$ cat config.mk
export PLATFORM = sky130hd
export DESIGN_NAME = stream_word_replace_flat
export DESIGN_NICKNAME = d
export VERILOG_FILES = /design/src/hw/rtl/swr_pkg.sv /design/src/hw/rtl/swr_in_if.sv /design/src/hw/rtl/swr_out_if.sv /design/src/hw/rtl/swr_front.sv /design/src/hw/rtl/swr_queue.sv /design/src/hw/rtl/swr_back.sv /design/src/hw/rtl/stream_word_replace.sv /design/src/flat_wrapper.sv
export SDC_FILE = /design/constraint.sdc
export NUM_CORES = 1
export LEC_CHECK = 0
export ABC_CLOCK_PERIOD_IN_PS = 15210
export BUFFER_PORTS_ARGS = -buffer_cell sky130_fd_sc_hd__buf_2
export CAP_MARGIN = 20
export CORE_MARGIN = 5
export CORE_UTILIZATION = 55
export CTS_CLUSTER_DIAMETER = 80
export DETAILED_ROUTE_END_ITERATION = 6
export HOLD_SLACK_MARGIN = 0.1
export PLACE_DENSITY = 0.72
export SLEW_MARGIN = 10
export SYNTH_ARGS = -nofsm -noshare
export SYNTH_HDL_FRONTEND = slang
export SYNTH_SLANG_ARGS = --single-unit
$ cat constraint.sdc
create_clock -name i_clk -period 15.21 [get_ports i_clk]
set_clock_uncertainty 0.1 [all_clocks]
set_input_delay 0.7605 -clock i_clk [delete_from_list [all_inputs] [get_ports i_clk]]
set_output_delay 0.7605 -clock i_clk [all_outputs]
set_load 0.02 [all_outputs]
$ cat src/hw/rtl/swr_pkg.sv
// Shared constants, types and helper functions for the stream word replacer.
package swr_pkg;

    localparam int MAX_WORD  = 8;
    localparam int BYTE_W    = 8;
    localparam int WORD_W    = 64;
    localparam int LEN_W     = 4;
    localparam int FILL_W    = $clog2(MAX_WORD);
    localparam int CNT_W     = 24;
    localparam int CFG_IDX_W = 2;
    localparam int QDEPTH    = 4;
    localparam int QPTR_W    = $clog2(QDEPTH);

    localparam logic [CNT_W-1:0] COUNT_MAX = {CNT_W{1'b1}};

    // Configuration register indexes.
    typedef enum logic [CFG_IDX_W-1:0] {
        CFG_PATTERN  = 2'd0,
        CFG_PAT_LEN  = 2'd1,
        CFG_REPL     = 2'd2,
        CFG_REPL_LEN = 2'd3
    } t_cfg_idx;

    // One output run: up to MAX_WORD bytes, or a single empty result when cnt is zero.
    typedef struct packed {
        logic [WORD_W-1:0] data;
        logic [LEN_W-1:0]  cnt;
        logic              done;
        logic [CNT_W-1:0]  total;
    } t_cmd;

    // Queue status seen by the front and back parts.
    typedef struct packed {
        logic full;
        logic empty;
    } t_q_stat;

    // Pattern length in use: at least one byte, at most MAX_WORD.
    function automatic logic [LEN_W-1:0] eff_plen(input logic [LEN_W-1:0] v);
        if (v == '0) begin
            return LEN_W'(1);
        end else if (v > LEN_W'(MAX_WORD)) begin
            return LEN_W'(MAX_WORD);
        end
        return v;
    endfunction

    // Replacement length in use: at most MAX_WORD.
    function automatic logic [LEN_W-1:0] eff_rlen(input logic [LEN_W-1:0] v);
        if (v > LEN_W'(MAX_WORD)) begin
            return LEN_W'(MAX_WORD);
        end
        return v;
    endfunction

endpackage

$ cat src/hw/rtl/swr_in_if.sv
// Input channel: one text byte per item with its end-of-stream flag.
interface swr_in_if
    import swr_pkg::*;
();
    logic              valid;
    logic              ready;
    logic [BYTE_W-1:0] in_byte;
    logic              end_of_stream;

    modport source (output valid, output in_byte, output end_of_stream, input ready);
    modport sink   (input valid, input in_byte, input end_of_stream, output ready);
endinterface

$ cat src/hw/rtl/swr_out_if.sv
// Output channel: one edited-stream result per item.
interface swr_out_if
    import swr_pkg::*;
();
    logic              valid;
    logic              ready;
    logic [BYTE_W-1:0] out_byte;
    logic              byte_valid;
    logic              last_of_run;
    logic              stream_done;
    logic [CNT_W-1:0]  replace_total;

    modport source (output valid, output out_byte, output byte_valid, output last_of_run,
                    output stream_done, output replace_total, input ready);
    modport sink   (input valid, input out_byte, input byte_valid, input last_of_run,
                    input stream_done, input replace_total, output ready);
endinterface

$ cat src/hw/rtl/swr_front.sv
// Front part: holds configuration and the pending window, matches and issues output runs.
module swr_front
    import swr_pkg::*;
(
    input  logic                 i_clk,
    input  logic                 i_rst_n,
    input  logic                 i_cfg_we,
    input  logic [CFG_IDX_W-1:0] i_cfg_idx,
    input  logic [WORD_W-1:0]    i_cfg_wdata,
    swr_in_if.sink               i_in,
    input  t_q_stat              i_qstat,
    output logic                 o_push,
    output t_cmd                 o_cmd
);

    logic [WORD_W-1:0] r_pattern;
    logic [LEN_W-1:0]  r_plen_raw;
    logic [WORD_W-1:0] r_repl;
    logic [LEN_W-1:0]  r_rlen_raw;

    logic [BYTE_W-1:0] r_win [MAX_WORD];
    logic [BYTE_W-1:0] n_win [MAX_WORD];
    logic [FILL_W-1:0] r_fill;
    logic [FILL_W-1:0] n_fill;
    logic [CNT_W-1:0]  r_count;
    logic [CNT_W-1:0]  n_count;

    logic [BYTE_W-1:0] w_app [MAX_WORD];
    logic [WORD_W-1:0] w_packed;
    logic [LEN_W-1:0]  plen;
    logic [LEN_W-1:0]  rlen;
    logic [LEN_W-1:0]  fill_app;
    logic [CNT_W-1:0]  count_inc;
    logic              full_win;
    logic              hit;
    logic              accept;
    logic              eos;
    logic              plen_wr;

    assign i_in.ready = !i_qstat.full;
    assign accept     = i_in.valid && i_in.ready;
    assign eos        = i_in.end_of_stream;
    assign plen       = eff_plen(r_plen_raw);
    assign rlen       = eff_rlen(r_rlen_raw);
    assign fill_app   = LEN_W'(r_fill) + LEN_W'(1);
    assign full_win   = (fill_app == plen);
    assign count_inc  = (r_count != COUNT_MAX) ? r_count + CNT_W'(1) : r_count;
    assign plen_wr    = i_cfg_we && (t_cfg_idx'(i_cfg_idx) == CFG_PAT_LEN);

    // Window with the new byte appended, and the pattern compare over it.
    always_comb begin
        hit = full_win;
        for (int i = 0; i < MAX_WORD; i++) begin
            w_app[i] = (FILL_W'(i) == r_fill) ? i_in.in_byte : r_win[i];
            w_packed[i*BYTE_W +: BYTE_W] = w_app[i];
            if ((LEN_W'(i) < plen) && (w_app[i] != r_pattern[i*BYTE_W +: BYTE_W])) begin
                hit = 1'b0;
            end
        end
    end

    // Output run issued for this item.
    always_comb begin
        o_cmd.done  = eos;
        o_cmd.total = hit ? count_inc : r_count;
        if (hit) begin
            o_cmd.data = r_repl;
            o_cmd.cnt  = rlen;
            o_push     = accept && ((rlen != '0) || eos);
        end else begin
            o_cmd.data = w_packed;
            o_cmd.cnt  = eos ? fill_app : LEN_W'(1);
            o_push     = accept && (full_win || eos);
        end
    end

    // Next window, fill level and replacement count.
    always_comb begin
        n_count = r_count;
        n_fill  = r_fill;
        for (int i = 0; i < MAX_WORD; i++) begin
            n_win[i] = w_app[i];
        end
        if (eos) begin
            n_fill  = '0;
            n_count = '0;
        end else if (hit) begin
            n_fill  = '0;
            n_count = count_inc;
        end else if (full_win) begin
            // Oldest byte leaves: the window slides down by one.
            for (int i = 0; i < MAX_WORD - 1; i++) begin
                n_win[i] = w_app[i+1];
            end
            n_fill = r_fill;
        end else begin
            n_fill = r_fill + FILL_W'(1);
        end
    end

    // Control state and configuration registers.
    always_ff @(posedge i_clk) begin
        if (!i_rst_n) begin
            r_pattern  <= '0;
            r_plen_raw <= LEN_W'(1);
            r_repl     <= '0;
            r_rlen_raw <= '0;
            r_fill     <= '0;
            r_count    <= '0;
        end else begin
            // A pattern length write discards the pending window.
            if (plen_wr) begin
                r_fill <= '0;
            end else if (accept) begin
                r_fill <= n_fill;
            end
            if (accept) begin
                r_count <= n_count;
            end
            if (i_cfg_we) begin
                case (t_cfg_idx'(i_cfg_idx))
                    CFG_PATTERN: begin
                        r_pattern <= i_cfg_wdata;
                    end
                    CFG_PAT_LEN: begin
                        r_plen_raw <= i_cfg_wdata[LEN_W-1:0];
                    end
                    CFG_REPL: begin
                        r_repl <= i_cfg_wdata;
                    end
                    CFG_REPL_LEN: begin
                        r_rlen_raw <= i_cfg_wdata[LEN_W-1:0];
                    end
                    default: begin
                    end
                endcase
            end
        end
    end

    // Window bytes hold no meaning until written.
    always_ff @(posedge i_clk) begin
        if (accept) begin
            r_win <= n_win;
        end
    end

endmodule

$ cat src/hw/rtl/swr_queue.sv
// Short queue of output runs between the front and back parts.
module swr_queue
    import swr_pkg::*;
(
    input  logic    i_clk,
    input  logic    i_rst_n,
    input  logic    i_push,
    input  t_cmd    i_cmd,
    input  logic    i_pop,
    output t_cmd    o_head,
    output t_q_stat o_stat
);

    t_cmd              r_mem [QDEPTH];
    logic [QPTR_W-1:0] r_wr;
    logic [QPTR_W-1:0] r_rd;
    logic [QPTR_W:0]   r_cnt;

    assign o_stat.full  = (r_cnt == (QPTR_W+1)'(QDEPTH));
    assign o_stat.empty = (r_cnt == '0);
    assign o_head       = r_mem[r_rd];

    // Pointers and occupancy.
    always_ff @(posedge i_clk) begin
        if (!i_rst_n) begin
            r_wr  <= '0;
            r_rd  <= '0;
            r_cnt <= '0;
        end else begin
            if (i_push) begin
                r_wr <= r_wr + QPTR_W'(1);
            end
            if (i_pop) begin
                r_rd <= r_rd + QPTR_W'(1);
            end
            if (i_push && !i_pop) begin
                r_cnt <= r_cnt + (QPTR_W+1)'(1);
            end else if (!i_push && i_pop) begin
                r_cnt <= r_cnt - (QPTR_W+1)'(1);
            end
        end
    end

    // Entry storage.
    always_ff @(posedge i_clk) begin
        if (i_push) begin
            r_mem[r_wr] <= i_cmd;
        end
    end

endmodule

$ cat src/hw/rtl/swr_back.sv
// Back part: walks the head run and sends one result per item.
module swr_back
    import swr_pkg::*;
(
    input  logic      i_clk,
    input  logic      i_rst_n,
    input  t_cmd      i_head,
    input  t_q_stat   i_qstat,
    output logic      o_pop,
    swr_out_if.source o_out
);

    logic [FILL_W-1:0] r_idx;
    logic [FILL_W-1:0] n_idx;
    logic              is_null;
    logic              last;
    logic              take;

    assign is_null = (i_head.cnt == '0);
    assign last    = is_null || (LEN_W'(r_idx) == i_head.cnt - LEN_W'(1));
    assign take    = o_out.valid && o_out.ready;
    assign o_pop   = take && last;

    // Result fields from the head run.
    always_comb begin
        o_out.valid         = !i_qstat.empty;
        o_out.byte_valid    = !is_null;
        o_out.out_byte      = is_null ? '0 : i_head.data[{r_idx, 3'b000} +: BYTE_W];
        o_out.last_of_run   = last;
        o_out.stream_done   = i_head.done && last;
        o_out.replace_total = i_head.total;
    end

    // Byte position inside the run.
    always_comb begin
        n_idx = r_idx;
        if (o_pop) begin
            n_idx = '0;
        end else if (take) begin
            n_idx = r_idx + FILL_W'(1);
        end
    end

    always_ff @(posedge i_clk) begin
        if (!i_rst_n) begin
            r_idx <= '0;
        end else begin
            r_idx <= n_idx;
        end
    end

endmodule

$ cat src/hw/rtl/stream_word_replace.sv
// Stream find-and-replace: top level joining front part, run queue and back part.
// The first result of an item is registered in the run queue and offered by the back part from there.
// Throughput: one item per cycle while each item yields at most one result and the output is ready; an item
// that yields k results holds the single output port of the back part until all k are sent.
// Reset: synchronous, active low; clears the window fill, count, queue and config.
module stream_word_replace
    import swr_pkg::*;
(
    input  logic                 i_clk,
    input  logic                 i_rst_n,
    input  logic                 i_cfg_we,
    input  logic [CFG_IDX_W-1:0] i_cfg_idx,
    input  logic [WORD_W-1:0]    i_cfg_wdata,
    swr_in_if.sink               i_in,
    swr_out_if.source            o_out
);

    t_cmd    cmd;
    t_cmd    head;
    t_q_stat qstat;
    logic    push;
    logic    pop;

    swr_front u_front (
        .i_clk       (i_clk),
        .i_rst_n     (i_rst_n),
        .i_cfg_we    (i_cfg_we),
        .i_cfg_idx   (i_cfg_idx),
        .i_cfg_wdata (i_cfg_wdata),
        .i_in        (i_in),
        .i_qstat     (qstat),
        .o_push      (push),
        .o_cmd       (cmd)
    );

    swr_queue u_queue (
        .i_clk   (i_clk),
        .i_rst_n (i_rst_n),
        .i_push  (push),
        .i_cmd   (cmd),
        .i_pop   (pop),
        .o_head  (head),
        .o_stat  (qstat)
    );

    swr_back u_back (
        .i_clk   (i_clk),
        .i_rst_n (i_rst_n),
        .i_head  (head),
        .i_qstat (qstat),
        .o_pop   (pop),
        .o_out   (o_out)
    );

    // A result without a character only ever closes a stream.
    a_null_closes: assert property (@(posedge i_clk) disable iff (!i_rst_n)
        (o_out.valid && !o_out.byte_valid) |->
            (o_out.last_of_run && o_out.stream_done && (o_out.out_byte == '0)))
        else $error("empty result does not close the stream");

    // The end of a stream is also the end of a run.
    a_done_is_last: assert property (@(posedge i_clk) disable iff (!i_rst_n)
        (o_out.valid && o_out.stream_done) |-> o_out.last_of_run)
        else $error("stream_done without last_of_run");

    // The queue is never both full and empty.
    a_queue_sane: assert property (@(posedge i_clk) disable iff (!i_rst_n)
        !(qstat.full && qstat.empty))
        else $error("queue status inconsistent");

    // Nothing is offered right after reset.
    a_quiet_after_reset: assert property (@(posedge i_clk)
        !i_rst_n |=> !o_out.valid)
        else $error("output valid right after reset");

endmodule
$ cat src/flat_wrapper.sv
// flat-port wrapper written by rule: the top's interface ports become plain ports
module stream_word_replace_flat import swr_pkg::*;
  (i_clk, i_rst_n, i_cfg_we, i_cfg_idx, i_cfg_wdata, i_in_valid, i_in_in_byte, i_in_end_of_stream, i_in_ready, o_out_valid, o_out_out_byte, o_out_byte_valid, o_out_last_of_run, o_out_stream_done, o_out_replace_total, o_out_ready);
  swr_in_if i_in_i ();
  swr_out_if o_out_i ();
  input  logic i_clk;
  input  logic i_rst_n;
  input  logic i_cfg_we;
  input  logic [CFG_IDX_W-1:0] i_cfg_idx;
  input  logic [WORD_W-1:0] i_cfg_wdata;
  input wire logic [$bits(i_in_i.valid)-1:0] i_in_valid;
  input wire logic [$bits(i_in_i.in_byte)-1:0] i_in_in_byte;
  input wire logic [$bits(i_in_i.end_of_stream)-1:0] i_in_end_of_stream;
  output wire logic [$bits(i_in_i.ready)-1:0] i_in_ready;
  output wire logic [$bits(o_out_i.valid)-1:0] o_out_valid;
  output wire logic [$bits(o_out_i.out_byte)-1:0] o_out_out_byte;
  output wire logic [$bits(o_out_i.byte_valid)-1:0] o_out_byte_valid;
  output wire logic [$bits(o_out_i.last_of_run)-1:0] o_out_last_of_run;
  output wire logic [$bits(o_out_i.stream_done)-1:0] o_out_stream_done;
  output wire logic [$bits(o_out_i.replace_total)-1:0] o_out_replace_total;
  input wire logic [$bits(o_out_i.ready)-1:0] o_out_ready;
  assign i_in_i.valid = i_in_valid;
  assign i_in_i.in_byte = i_in_in_byte;
  assign i_in_i.end_of_stream = i_in_end_of_stream;
  assign i_in_ready = i_in_i.ready;
  assign o_out_valid = o_out_i.valid;
  assign o_out_out_byte = o_out_i.out_byte;
  assign o_out_byte_valid = o_out_i.byte_valid;
  assign o_out_last_of_run = o_out_i.last_of_run;
  assign o_out_stream_done = o_out_i.stream_done;
  assign o_out_replace_total = o_out_i.replace_total;
  assign o_out_i.ready = o_out_ready;
  stream_word_replace u_core (.i_clk(i_clk), .i_rst_n(i_rst_n), .i_cfg_we(i_cfg_we), .i_cfg_idx(i_cfg_idx), .i_cfg_wdata(i_cfg_wdata), .i_in(i_in_i), .o_out(o_out_i));
endmodule
# After elaboration in Yosys (flattened, before gate mapping)
# Memory sizes are Yosys's and may differ from the RTL's. A register that Yosys moved wholly into a read port is not among the register bits.
# Cells that the tools add are included.
# totals
ff_bits,237
ramBits,372
input_bits,80
wordCells,145
n_memories,1
# classes
addsub,9
order_cmp,10
n_eq_ne,23
shift,1
mux,43
n_bitwise,1
reduce_logical,39
# memory_table
name,words,width,read_ports,rd_ports_with_merged_regs,write_ports,line,rtl
u_core.u_queue.r_mem,4,93,1,1,1,swr_queue.sv:14,t_cmd r_mem [QDEPTH];
# ops
cell,n
two-way mux 56 bit,3
two-way mux 24 bit,3
two-way mux 8 bit,9
two-way mux 68 bit,1
inequality test 8 bit,8
variable part select 64 x 7 -> 8 bit,1
"adder 24 x 1 -> 24 bit, second input constant",1
two-way mux 4 bit,6
"inequality test 24 bit, second input constant",1
logical AND 1 bit,17
"< comparator 3 x 4 -> 1 bit, first input constant",4
two-way mux 3 bit,5
two-way mux 1 bit,14
"== test 3 bit, first input constant",4
AND reduction 2 bit,5
"adder 3 x 1 -> 3 bit, second input constant",3
"> comparator 4 bit, second input constant",2
zero test 4 bit,2
"< comparator 1 x 4 -> 1 bit, first input constant",2
"< comparator 2 x 4 -> 1 bit, first input constant",2
"== test 2 x 3 -> 1 bit, first input constant",2
zero test 3 bit,2
zero test 1 bit,5
"adder 2 x 1 -> 2 bit, second input constant",2
17 further kinds,22

# Longest topological paths before layout
# depth
ltp_word,19
mapped_depth,20

# Modules after synthesis
# A second synthesis with hierarchy kept.
# hier_totals
hier_cells,2131
hier_area_um2,26940.8
# modules_own_cells
module,n_inst,cells_each,area_per_inst_um2,seq_area_each_um2
swr_queue,1,528,13863.3,11350.9
swr_front,1,1508,12070.3,5185.0
swr_back,1,95,1007.2,60.1

# Worst setup path after synthesis
# OpenSTA, ideal clock, no wires.
# synth_timing
kind,input -> register
from,in i_in_in_byte[3]
to,"mem u_core.u_queue.r_mem[0][0] in the netlist's numbering, enable pin"
setup_ns,0.462
arrival_time_ns,4.827
setup_slack_ns,9.820
stages,9
n_path_buf,2
cell_sequence,clkbuf_1 -> buf_1 -> mux2i_1 -> o22ai_1 -> a2111oi_0 -> a21oi_1 -> nor3_4 -> a31oi_1 -> and2_1
# synth_between
elab_chain_len,14
word_cells_on_any_way,35
cone_classes,eq/ne: 8; mux: 19; reduce/logical: 8
# synth_lines
element,line,rtl
from (decl),flat_wrapper.sv:12,input wire logic [$bits(i_in_i.in_byte)-1:0] i_in_in_byte;
two-way mux 8 bit,swr_front.sv:54,w_app[i] = (FILL_W'(i) == r_fill) ? i_in.in_byte : r_win[i];
inequality test 8 bit,swr_front.sv:56,if ((LEN_W'(i) < plen) && (w_app[i] != r_pattern[i*BYTE_W +: BYTE_W])) begin
logical AND 1 bit,swr_front.sv:56,
two-way mux 1 bit (7 in series),swr_front.sv:56,
two-way mux 1 bit (*),swr_front.sv:56,
two-way mux 1 bit (*),swr_front.sv:66,if (hit) begin
via u_core.push,stream_word_replace.sv:21,logic push;
two-way mux 1 bit (*),swr_queue.sv:46,if (i_push) begin
two-way mux 1 bit (implied by the code) (*),swr_queue.sv:47,r_mem[r_wr] <= i_cmd;
to (decl),swr_queue.sv:14,
# The timed path passes the listed nets; every way through them passes the cells marked *.

==> metrics.txt <==
# TYPE chip_impl_metric gauge
chip_impl_info{name="run_status",value="complete, no violations"} 1
chip_impl_info{name="worst_hold_startpoint",value="i_cfg_wdata[40]"} 1
chip_impl_metric{name="layout.core_utilization",unit=""} 0.618
chip_impl_info{name="grt_setup_unrepaired",value="false"} 1
chip_impl_metric{name="place.detailed.instances",unit=""} 2845
chip_impl_metric{name="die_area",unit="µm²"} 54200
chip_impl_metric{name="final.setup.tns",unit="ns"} 0
chip_impl_metric{name="critPathArrivalTime",unit="ns"} 6.22
chip_impl_info{name="crit-reg2reg-launch",value="u_core.u_front.r_fill[0]"} 1
chip_impl_metric{name="drtAntennaViolNets",unit=""} 0
chip_impl_metric{name="grt_start_max_net_pins",unit=""} 94
chip_impl_metric{name="ys_types",unit=""} 78
chip_impl_metric{name="synthArstFlopShare",unit=""} 0
chip_impl_metric{name="cts.repair.resized",unit=""} 0
chip_impl_metric{name="fmax_achieved",unit="GHz"} 0.168
chip_impl_metric{name="num_io_pins",unit=""} 117
chip_impl_metric{name="number_of_vias_after_detailed_routing",unit=""} 19100
chip_impl_metric{name="postRouteWirelength",unit="µm"} 76700
chip_impl_metric{name="placement.io_buffers",unit=""} 116
chip_impl_metric{name="max_slew.worst_pin.slew",unit="ns"} 1.22
chip_impl_metric{name="placeableCoreArea",unit="µm²"} 49100
chip_impl_metric{name="ctsHoldBuffers",unit=""} 0
chip_impl_metric{name="power.density_cell_area",unit="nW/µm²"} 147
chip_impl_info{name="startpoint_type",value="flip-flop"} 1
chip_impl_metric{name="start_util",unit=""} 0.557
chip_impl_metric{name="number_of_enable_type_register_cells_in_the_synthesized_netlist",unit=""} 436
chip_impl_metric{name="ir_worst_vdd",unit="µV"} 94.4
chip_impl_metric{name="synth_instances",unit=""} 2200
chip_impl_metric{name="core.rowCount",unit=""} 81
chip_impl_metric{name="timing.hold.worst_path_depth",unit=""} 3
chip_impl_metric{name="die-height",unit="µm"} 233
chip_impl_info{name="min-delay-path-class",value="primary input to flip-flop"} 1
chip_impl_info{name="yosys.cell_count.top_type",value="sky130_fd_sc_hd__edfxtp_1"} 1
chip_impl_info{name="synth_area_leaders",value="sky130_fd_sc_hd__edfxtp_1, sky130_fd_sc_hd__dfxtp_1, sky130_fd_sc_hd__mux4_2"} 1
chip_impl_metric{name="count_of_pins_over_their_slew_limit",unit=""} 0
chip_impl_metric{name="clock_latency_on_the_worst_skew_pair",unit="ns"} 0.65
chip_impl_metric{name="cap_violations",unit=""} 0
chip_impl_metric{name="avgViaCountPerCell",unit=""} 6.46
chip_impl_metric{name="yosys_register_bits",unit=""} 611
chip_impl_metric{name="critical_path_peak_fanout",unit=""} 79
chip_impl_metric{name="cts_made_buffers",unit=""} 60
chip_impl_metric{name="placement.setup.worst_slack",unit="ns"} 9.39
chip_impl_metric{name="first_iter_violations",unit=""} 2521
chip_impl_metric{name="postSynthNetCount",unit=""} 2296
chip_impl_metric{name="syn2layout_area_growth",unit="%"} 11.0
chip_impl_metric{name="power.total",unit="W"} 0.00447
chip_impl_metric{name="antennaDiodeCount",unit=""} 0
chip_impl_metric{name="post_drt_wl_per_cell",unit="µm"} 25.9
chip_impl_metric{name="route.detailed.drc",unit=""} 0
chip_impl_metric{name="finalWorstPathRequiredPeriod",unit="ns"} 5.96
chip_impl_metric{name="crit_required",unit="ns"} 15.47
chip_impl_info{name="synth_top_area_cell",value="sky130_fd_sc_hd__edfxtp_1"} 1
chip_impl_metric{name="detailed_routing_iterations_pass_1",unit=""} 6
chip_impl_metric{name="post-synth-top-area-fraction",unit=""} 0.479
chip_impl_metric{name="place.gp.congestion",unit=""} 0.968
chip_impl_metric{name="synth_sequential_area_ratio",unit=""} 0.607
chip_impl_info{name="endpoint_kind",value="flip-flop"} 1
chip_impl_info{name="timing.setup.critical_path_class",value="flip-flop to flip-flop"} 1
chip_impl_metric{name="post_synth_instance_area",unit="µm²"} 27300
chip_impl_info{name="yosys_most_used_dff",value="sky130_fd_sc_hd__edfxtp_1"} 1
chip_impl_metric{name="grt.total_usage",unit=""} 0.280
chip_impl_metric{name="first_global_vias",unit=""} 18300
chip_impl_info{name="cts-root-buf",value="sky130_fd_sc_hd__clkbuf_16"} 1
chip_impl_metric{name="reported_leakage_power",unit="nW"} 10.1
chip_impl_metric{name="regToRegSetupSlack",unit="ns"} 9.25
chip_impl_metric{name="antenna_found_initial",unit=""} 1
chip_impl_metric{name="rr_worst_depth",unit=""} 11
chip_impl_metric{name="cts-root-to-sink-buffers",unit=""} 3
chip_impl_metric{name="numClockSinks",unit=""} 611
chip_impl_metric{name="wire_length_of_the_first_global_routing_pass",unit="µm"} 115000
chip_impl_metric{name="post-cts-setup-buffer-count",unit=""} 0
chip_impl_metric{name="post_route_cells_drive_above_1_share",unit=""} 0.172
chip_impl_metric{name="cts.reportedPaths.clkPinSlew",unit="ns"} 0.06
chip_impl_metric{name="final.setup.worst_slack",unit="ns"} 9.25
chip_impl_info{name="netlist_top_cells_count",value="sky130_fd_sc_hd__edfxtp_1, sky130_fd_sc_hd__nand2_1, sky130_fd_sc_hd__a21oi_1"} 1
chip_impl_metric{name="die_w",unit="µm"} 233
chip_impl_info{name="clock_tree_from_tritoncts",value="yes"} 1
chip_impl_metric{name="timing.final.crit_share",unit=""} 0.392
chip_impl_metric{name="syn_avg_cell_area",unit="µm²"} 12.4
chip_impl_metric{name="yosys_warnings",unit=""} 0
chip_impl_info{name="whs_endpoint",value="u_core.u_front.r_pattern[40]"} 1
chip_impl_metric{name="timing_hold_violations_final",unit=""} 0
chip_impl_metric{name="nets_finish",unit=""} 2340
chip_impl_metric{name="layout.cells.non_filler",unit=""} 2960
chip_impl_metric{name="h-tree-depth",unit=""} 2
chip_impl_metric{name="hpwl",unit="µm"} 51100
chip_impl_info{name="regToRegEndpoint",value="u_core.u_queue.r_mem[0][55]"} 1
chip_impl_metric{name="setup_viols_final",unit=""} 0
chip_impl_metric{name="grt.overflow.total",unit=""} 0
chip_impl_metric{name="timing.max_slew.rel_slack",unit=""} 0.181
==> stage by stage <==
step	cell area, µm²	hold slack [ns]
6_report	30300	0.264
5_1_grt	30300	0.255
2_1_floorplan	27300	0.337
3_3_place_gp	28300	0.344
3_5_place_dp	28300	0.351
4_1_cts	30300	0.239
==> worst max-delay path by stage <==
stage	cells after the start	endpoint	startpoint	slack, ns
finish	11	u_core.u_queue.r_mem[0][55]	u_core.u_front.r_fill[0]	9.25
global route	11	u_core.u_queue.r_mem[0][50]	u_core.u_front.r_fill[0]	8.94
CTS	7	o_out_stream_done	flip-flop	9.19
detailed placement	11	u_core.u_queue.r_mem[3][55]	u_core.u_front.r_fill[0]	9.39
global placement	11	u_core.u_queue.r_mem[0][50]	u_core.u_front.r_fill[0]	9.56
floorplan	9	u_core.u_queue.r_mem[0][0]	i_in_in_byte[3]	9.82
==> kinds of logic after synthesis <==
kind of cell             synth area share
adder cells (fa/ha/maj)           0.00760
XOR/XNOR                           0.0212
AO/OA/AOI/OAI                      0.0969
buffers and inverters              0.0320
flip-flops                          0.607
multiplexers                        0.121
AND/OR/NAND/NOR                     0.113
==> placed cells by master (no fill, tap or decap), types with 8 or more instances in the layout <==
cell type / instances
sky130_fd_sc_hd__or3_1: 44
sky130_fd_sc_hd__nand4_1: 16
sky130_fd_sc_hd__a31oi_1: 33
sky130_fd_sc_hd__xnor2_1: 38
sky130_fd_sc_hd__mux4_2: 108
sky130_fd_sc_hd__nor3_1: 16
sky130_fd_sc_hd__nand2_1: 343
sky130_fd_sc_hd__o221a_2: 33
sky130_fd_sc_hd__clkbuf_1: 19
sky130_fd_sc_hd__a21oi_1: 211
sky130_fd_sc_hd__and2_1: 14
sky130_fd_sc_hd__o211ai_1: 9
sky130_fd_sc_hd__and3_1: 8
sky130_fd_sc_hd__edfxtp_1: 436
sky130_fd_sc_hd__mux2i_1: 80
sky130_fd_sc_hd__buf_4: 19
sky130_fd_sc_hd__a22oi_1: 9
sky130_fd_sc_hd__ha_1: 15
sky130_fd_sc_hd__dfxtp_1: 173
sky130_fd_sc_hd__o22ai_1: 29
sky130_fd_sc_hd__nor4_1: 8
sky130_fd_sc_hd__xor2_1: 28
sky130_fd_sc_hd__clkbuf_8: 9
sky130_fd_sc_hd__o21ai_0: 15
sky130_fd_sc_hd__inv_1: 63
sky130_fd_sc_hd__nand3_1: 43
sky130_fd_sc_hd__nor2b_1: 17
sky130_fd_sc_hd__nor2_1: 134
sky130_fd_sc_hd__o221ai_1: 12
sky130_fd_sc_hd__buf_2: 116
sky130_fd_sc_hd__clkbuf_16: 65
==> layer usage <==
metal / vias up / share of wire / GRT usage
met3: 160 / 0.10 / 0.0614
met2: 1063 / 0.45 / 0.416
met1: 9605 / 0.42 / 0.422
met4: 0 / 0.027 / 0.0755
li1: 8293 / - / -
met5: - / 0 / 0
==> critical path, cell delays in order, from the launching register on <==
cell                      delay (ns)
sky130_fd_sc_hd__dfxtp_1        0.49
sky130_fd_sc_hd__ha_1           0.23
sky130_fd_sc_hd__ha_1           0.72
sky130_fd_sc_hd__mux2i_1        0.47
sky130_fd_sc_hd__xnor2_1        0.11
sky130_fd_sc_hd__nor4_1         0.34
sky130_fd_sc_hd__nand2_1        0.16
sky130_fd_sc_hd__a21oi_1        0.19
sky130_fd_sc_hd__nor4b_4        0.86
sky130_fd_sc_hd__nand3_4        0.78
sky130_fd_sc_hd__buf_4          0.65
sky130_fd_sc_hd__a21oi_1        0.57
==> layout make-up <==
type	instances	area, µm²
inverter	65	246
clock buffer	93	1820
timing repair buffer	136	751
sequential	611	16600
fill	3809	18700
clock inverter	21	163
multi-input combinational	1370	9910
tap	664	831
==> registers in the layout (all words and copies together) (netlist names), named ones only <==
name	flops
u_core.u_queue.r_mem	372
u_core.u_front.r_pattern	64
u_core.u_front.r_repl	64
u_core.u_front.r_win	64
u_core.u_front.r_count	24
u_core.u_front.r_plen_raw	4
u_core.u_front.r_rlen_raw	4
u_core.u_back.r_idx	3
u_core.u_front.r_fill	3
u_core.u_queue.r_cnt	3
u_core.u_queue.r_rd	2
u_core.u_queue.r_wr	2
==> power by group <==
part,leakage (nW),switching (W),internal [W]
Clock,0.965,0.000636,0.000844
Combinational,3.86,0.000536,0.000321
Sequential,5.24,0.000103,0.00203
Note: power is estimated with default switching activity, not from simulation.
